==> src/hw/rtl/cch_pkg.sv <==
// Package for the calibrated compass heading block: widths, register
// indexes, reset values, arctangent table and the pipeline control struct.
// No dependencies.
`default_nettype none

package cch_pkg;

    localparam int CAL_W     = 16;           // calibration and raw sample width
    localparam int CX_W      = CAL_W + 2;    // 2*raw - (min + max)
    localparam int SPAN_W    = CAL_W + 1;    // max - min
    localparam int PW        = CX_W + SPAN_W; // cross product
    localparam int NW        = 41;           // normalized magnitude, top bit 2^40
    localparam int DW        = 45;           // rotation datapath, room for CORDIC gain
    localparam int PH_W      = 32;           // phase, 2^-32 turn
    localparam int DEG_W     = 9;
    localparam int PROD_W    = PH_W + DEG_W;
    localparam int CFG_IDX_W = 8;

    localparam int CORDIC_STAGES_DEF = 20;

    localparam logic [CFG_IDX_W-1:0] REG_MIN_X = CFG_IDX_W'(0);
    localparam logic [CFG_IDX_W-1:0] REG_MAX_X = CFG_IDX_W'(1);
    localparam logic [CFG_IDX_W-1:0] REG_MIN_Y = CFG_IDX_W'(2);
    localparam logic [CFG_IDX_W-1:0] REG_MAX_Y = CFG_IDX_W'(3);

    localparam logic signed [CAL_W-1:0] MIN_X_RST = 16'sd1087;
    localparam logic signed [CAL_W-1:0] MAX_X_RST = 16'sd1621;
    localparam logic signed [CAL_W-1:0] MIN_Y_RST = 16'sd1912;
    localparam logic signed [CAL_W-1:0] MAX_Y_RST = 16'sd2417;

    localparam logic [DEG_W-1:0] DEG_0   = 9'd0;
    localparam logic [DEG_W-1:0] DEG_45  = 9'd45;
    localparam logic [DEG_W-1:0] DEG_90  = 9'd90;
    localparam logic [DEG_W-1:0] DEG_135 = 9'd135;
    localparam logic [DEG_W-1:0] DEG_180 = 9'd180;
    localparam logic [DEG_W-1:0] DEG_225 = 9'd225;
    localparam logic [DEG_W-1:0] DEG_270 = 9'd270;
    localparam logic [DEG_W-1:0] DEG_315 = 9'd315;

    localparam logic [PH_W-1:0] DEG_PER_TURN = PH_W'(360);

    // atan(2^-i) in units of 2^-32 turn
    localparam logic [PH_W-1:0] ATAN_TURNS [0:31] = '{
        32'h20000000, 32'h12E4051E, 32'h09FB385B, 32'h051111D4,
        32'h028B0D43, 32'h0145D7E1, 32'h00A2F61E, 32'h00517C55,
        32'h0028BE53, 32'h00145F2F, 32'h000A2F98, 32'h000517CC,
        32'h00028BE6, 32'h000145F3, 32'h0000A2FA, 32'h0000517D,
        32'h000028BE, 32'h0000145F, 32'h00000A30, 32'h00000518,
        32'h0000028C, 32'h00000146, 32'h000000A3, 32'h00000051,
        32'h00000029, 32'h00000014, 32'h0000000A, 32'h00000005,
        32'h00000003, 32'h00000001, 32'h00000001, 32'h00000000
    };

    typedef struct packed {
        logic             vld;
        logic             spec;      // heading known without rotation
        logic [DEG_W-1:0] spec_deg;
        logic             cal_err;
    } t_ctl;

endpackage

`default_nettype wire

==> src/hw/rtl/cch_cordic_stage.sv <==
// One registered vectoring micro-rotation of the heading CORDIC.
// Depends on cch_pkg.
`default_nettype none

module cch_cordic_stage
    import cch_pkg::*;
#(
    parameter int IDX = 0
) (
    input  wire logic                 i_clk,
    input  wire logic                 i_rst_n,
    input  wire t_ctl                 i_ctl,
    input  wire logic signed [DW-1:0] i_x,
    input  wire logic signed [DW-1:0] i_y,
    input  wire logic [PH_W-1:0]      i_phase,
    output t_ctl                      o_ctl,
    output logic signed [DW-1:0]      o_x,
    output logic signed [DW-1:0]      o_y,
    output logic [PH_W-1:0]           o_phase
);

    localparam logic [PH_W-1:0] ATAN = ATAN_TURNS[IDX];

    logic signed [DW-1:0] w_dx;
    logic signed [DW-1:0] w_dy;

    assign w_dx = i_y >>> IDX;
    assign w_dy = i_x >>> IDX;

    always_ff @(posedge i_clk) begin
        if (!i_rst_n) begin
            o_ctl <= '0;
        end else begin
            o_ctl <= i_ctl;
        end
        if (!i_y[DW-1]) begin
            o_x     <= i_x + w_dx;
            o_y     <= i_y - w_dy;
            o_phase <= i_phase + ATAN;
        end else begin
            o_x     <= i_x - w_dx;
            o_y     <= i_y + w_dy;
            o_phase <= i_phase - ATAN;
        end
    end

endmodule

`default_nettype wire

==> config.mk <==
export PLATFORM = sky130hd
export DESIGN_NAME = cch_cordic_stage
export DESIGN_NICKNAME = d
export VERILOG_FILES = /design/src/hw/rtl/cch_pkg.sv /design/src/hw/rtl/cch_cordic_stage.sv
export SDC_FILE = /design/constraint.sdc
export NUM_CORES = 1
export LEC_CHECK = 0
export BUFFER_PORTS_ARGS = -buffer_cell sky130_fd_sc_hd__buf_2
export CORE_UTILIZATION = 30
export CTS_CLUSTER_SIZE = 30
export DETAILED_ROUTE_END_ITERATION = 10
export GPL_ROUTABILITY_DRIVEN = 1
export PLACE_DENSITY_LB_ADDON = 0.12
export SLEW_MARGIN = 5
export SYNTH_ARGS = -nofsm -noshare
export SYNTH_HDL_FRONTEND = slang
export SYNTH_SLANG_ARGS = --single-unit
==> constraint.sdc <==
create_clock -name i_clk -period 2.74 [get_ports i_clk]
set_input_delay 0.411 -clock i_clk [delete_from_list [all_inputs] [get_ports i_clk]]
set_output_delay 0.411 -clock i_clk [all_outputs]
set_load 0.01 [all_outputs]
# Yosys cells after proc, flatten, opt, wreduce, memory -nomap -nowiden
# Index checks and enable logic that the tools add are counted.
# word_totals
register_bits	134
latchBits	0
ram_bits	0
mem_bits_ro	0
inputBits	136
output_inout_bits	134
wordCells	15
n_memories	0
# op_classes
n_addsub	5
n_mul	0
n_div	0
n_lt_le_gt_ge	0
n_eq_ne	0
n_shift	0
n_mux	3
bitwise_logic	0
n_reduce_logical	0
# ops
operator	n
45-bit two-way mux	2
45-bit subtractor	2
45-bit adder	1
32-bit by 30-bit adder with 32-bit output (second input constant)	1
32-bit two-way mux	1
32-bit by 30-bit subtractor with 32-bit output (second input constant)	1

# Logic depth before layout (Yosys ltp)
# logic_depth
ltp_word	2
mapped_depth	13

# Worst setup path after synthesis
# No wires, ideal clock.
# synth_timing
kind	input to register
startpoint	in i_x[25]
endpoint	reg o_y[44]
setup_ps	130
t_arrival_ps	2463
required_ps	2610
setup_slack_ps	147
stages	11
path_cell_list	inv_1 > ha_1 > nand2b_1 > a221oi_2 > nand4bb_1 > a31oi_1 > a2111oi_1 > a211oi_2 > a22oi_2 > o311ai_2 > xor2_1
# synth_between
elab_chain_cells	2
elab_cells_between_ends	3
# synth_rtl
item	line_no	rtl
start: declaration	cch_cordic_stage.sv:13	input wire logic signed [DW-1:0] i_x,
45-bit subtractor or 45-bit adder (tied branches)	cch_cordic_stage.sv:38, cch_cordic_stage.sv:42	
45-bit two-way mux *	cch_cordic_stage.sv:36	if (!i_y[DW-1]) begin
end signal: assignment	cch_cordic_stage.sv:38	o_y <= i_y - w_dy;
end signal: assignment	cch_cordic_stage.sv:42	o_y <= i_y + w_dy;
end: declaration	cch_cordic_stage.sv:18	output logic signed [DW-1:0] o_y,
# Mark *: on every way between the ends. The rest lies on a longest branch, timed or not.
# A chain may end at the register's enable or synchronous reset.

# Worst setup path after layout
# layout_timing
startpoint	in i_x[0]
endpoint	reg o_y[30]
# The elaborated chain is that of the path after synthesis.

==> results.sh <==
export IMPL_seqPwrFrac=0.276
export IMPL_grt_first_pass_wirelength_mm=73.2
export IMPL_path_clk_slew_ns=0.06
export IMPL_cts_tree="done"
export IMPL_dp_final_hpwl_mm=40.5
export IMPL_drcViolationCount=0
export IMPL_cts_max_level=4
export IMPL_drt_pass1_iterations=5
export IMPL_coreArea_um2=35900
export IMPL_startpoint_type="primary input"
export IMPL_synth_area_leader_cell="dfxtp_1"
export IMPL_wl_mm=48.5
export IMPL_hp_class="in2reg"
export IMPL_cts_root_buf="clkbuf_16"
export IMPL_avgSynthCellArea_um2=7.82
export IMPL_power_density_nw_per_um2=508
export IMPL_p_switching_uw=3190
export IMPL_clk_path_buf_depth=2
export IMPL_async_flop_share=0
export IMPL_ys_top_cells_by_area="dfxtp_1 (24%), ha_1 (15%), a21oi_1 (7.6%)"
export IMPL_drv_slew=0
export IMPL_tightest_slew_ns=0.682
export IMPL_switching_share=0.366
export IMPL_rsz0062_at_grt="yes"
export IMPL_grt_pass1_vias=12700
export IMPL_port_buffer_count=269
export IMPL_p_clk_frac=0.280
export IMPL_synth_commonest_cells="a21oi_1 (169), inv_1 (135), dfxtp_1 (133), ha_1 (132), nor2_1 (113)"
export IMPL_crit_path_end_kind="flip-flop"
export IMPL_pre_cts_ws_ns=-0.669
export IMPL_drive_gt1_frac=0.406
export IMPL_place_congestion=0.907
export IMPL_status="complete, but fails checks"
export IMPL_p_leak_uw=0.00836
export IMPL_yosys_warnings=0
export IMPL_synth_most_common_cell="a21oi_1"
export IMPL_yosys_cell_types_count=93
export IMPL_area_growth_pct=55.0
export IMPL_vias=12800
export IMPL_cap_violations=0
export IMPL_cts_hold_buf=0
export IMPL_grt_overflow_total=0
export IMPL_nNetsFinal=2363
export IMPL_yosysSeqAreaShare=0.241
export IMPL_final_seq_area_um2=2660
export IMPL_p_int_uw=5530
export IMPL_grt_max_degree=120
export IMPL_slew_headroom=0.545
export IMPL_finalHoldWorstSlack_ns=0.0571
export IMPL_rows=69
export IMPL_antenna_found_initial=0
export IMPL_antenna_left=0
export IMPL_wl_per_cell_um=18.9
export IMPL_final_core_utilization=0.478
export IMPL_yosys_most_used_dff="dfxtp_1"
export IMPL_multi_input_area_um2=8020
export IMPL_ys_seq_elements=133
export IMPL_dieArea_um2=37700
export IMPL_cp_max_fo=3
export IMPL_synth_enable_flop_cells=0
export IMPL_ios=270
export IMPL_syn_inst=1415
export IMPL_fmax_mhz=363
export IMPL_antennaDiodeCount=0
export IMPL_die_x_um=194
export IMPL_comb_power_share=0.443
export IMPL_numCtsBuffers=17
export IMPL_synth_nets=1687
export IMPL_worst_slack_ns=-0.0133
export IMPL_hold_viol_final=0
export IMPL_fillers=3651
export IMPL_synthesis_area_um2=11100
export IMPL_setup_viol=1
export IMPL_via_per_inst=4.98
export IMPL_yosysTopAreaCellShare=0.241
export IMPL_fin_crit_ns=2.75
export IMPL_cts_sinks=133
export IMPL_track_usage=0.253
export IMPL_period_share=1.00
export IMPL_ir_worst_vdd_mv=0.492
export IMPL_crit_arrival_ns=3.11
export IMPL_die_h_um=194
export IMPL_crit_required_ns=3.10
export IMPL_holdPathStages=1
export IMPL_violations="setup timing"
export IMPL_initial_utilization=0.308
export IMPL_drtIter0Drc=800
export IMPL_critPathKind="in2reg"
flip-flops by register name, summed over array words and instances (netlist names):
name,count
o_x,44
o_phase,32
o_y,45
o_ctl,12
per-layer routing:
layer,share of wire,GRT usage
met1,0.47,0.335
met2,0.46,0.421
met3,0.049,0.0397
met4,0.021,0.0744
met5,0,0
through the flow:
step / power [uW] / area, um^2 / instances / setup TNS (ns)
global placement: 6160 / 16100 / 2528 / -24.56
detailed placement: 6150 / 16100 / 2528 / -25.32
floorplan: 4180 / 11100 / 1415 / 0
CTS: 8660 / 16800 / 2561 / -0.111
finish: 8720 / 17200 / 2565 / -0.0133
global route: 9180 / 17200 / 2565 / -0.149
critical path, cell delays in order:
cell and delay (ns):
buf_4 0.10, ha_4 0.13, inv_2 0.04, fa_2 0.39
o21bai_4 0.17, nand3_2 0.07, nand3b_1 0.21, a31oi_4 0.17
a31oi_4 0.27, buf_6 0.15, a21oi_4 0.06, o41ai_4 0.40
buf_4 0.19, a21oi_1 0.07, xor2_1 0.26
final timing paths:
kind	startpoint	slack [ns]	to
setup / recovery	i_x[0]	-0.01	o_y[30]
hold / removal	i_phase[15]	0.06	o_phase[15]
final cells by class:
class                   instances  share of cell area
well taps                     461              0.0336
clock inverters                13             0.00992
repair buffers                720               0.278
flip-flops and latches        133               0.155
inverters                     141              0.0309
multi-input cells            1078               0.467
clock buffers                  19              0.0252
kinds of logic (layout without fill, tap and decap cells):
family                     Yosys count  in the layout  synth area share
DFF                                133            133             0.241
muxes                               20             20            0.0181
adders and majority gates          136            136             0.156
and+or+nand+nor                    350            350             0.152
AOI/OAI and AO/OA                  485            485             0.290
xor gates and xnor gates            87             87            0.0688
buffers and inverters              204            893            0.0743
power by group through the flow:
stage | Sequential, uW | Clock (uW) | Combinational (uW)
2_1_floorplan | 2620 | 0 | 1550
3_3_place_gp | 2450 | 0 | 3700
3_5_place_dp | 2460 | 0 | 3690
4_1_cts | 2420 | 2500 | 3740
5_1_grt | 2440 | 2580 | 4160
6_report | 2410 | 2450 | 3870
cell usage in the layout (no fill, tap or decap), drive strengths merged, types with 7 or more instances in the layout:
cell type,n
nand3,19
o21a,14
o21ai,104
ha,132
a21boi,8
nor2b,15
and2,15
nor4,11
o21bai,23
a211oi,19
xor2,10
clkbuf,19
nand2,82
clkinv,7
a21o,29
a31oi,19
dfxtp,133
mux2i,20
inv,141
nor3,26
o211ai,12
xnor2,77
o31ai,16
buf,720
nand4,21
and3,8
nand2b,15
nor2,114
a21oi,172
what timing repair did:
action	in CTS	in global routing
setup buffers	1	4
resized for setup	18	85
setup endpoints to repair	25	38
pin swaps	3	24
Power figures use the tool's default switching activity.
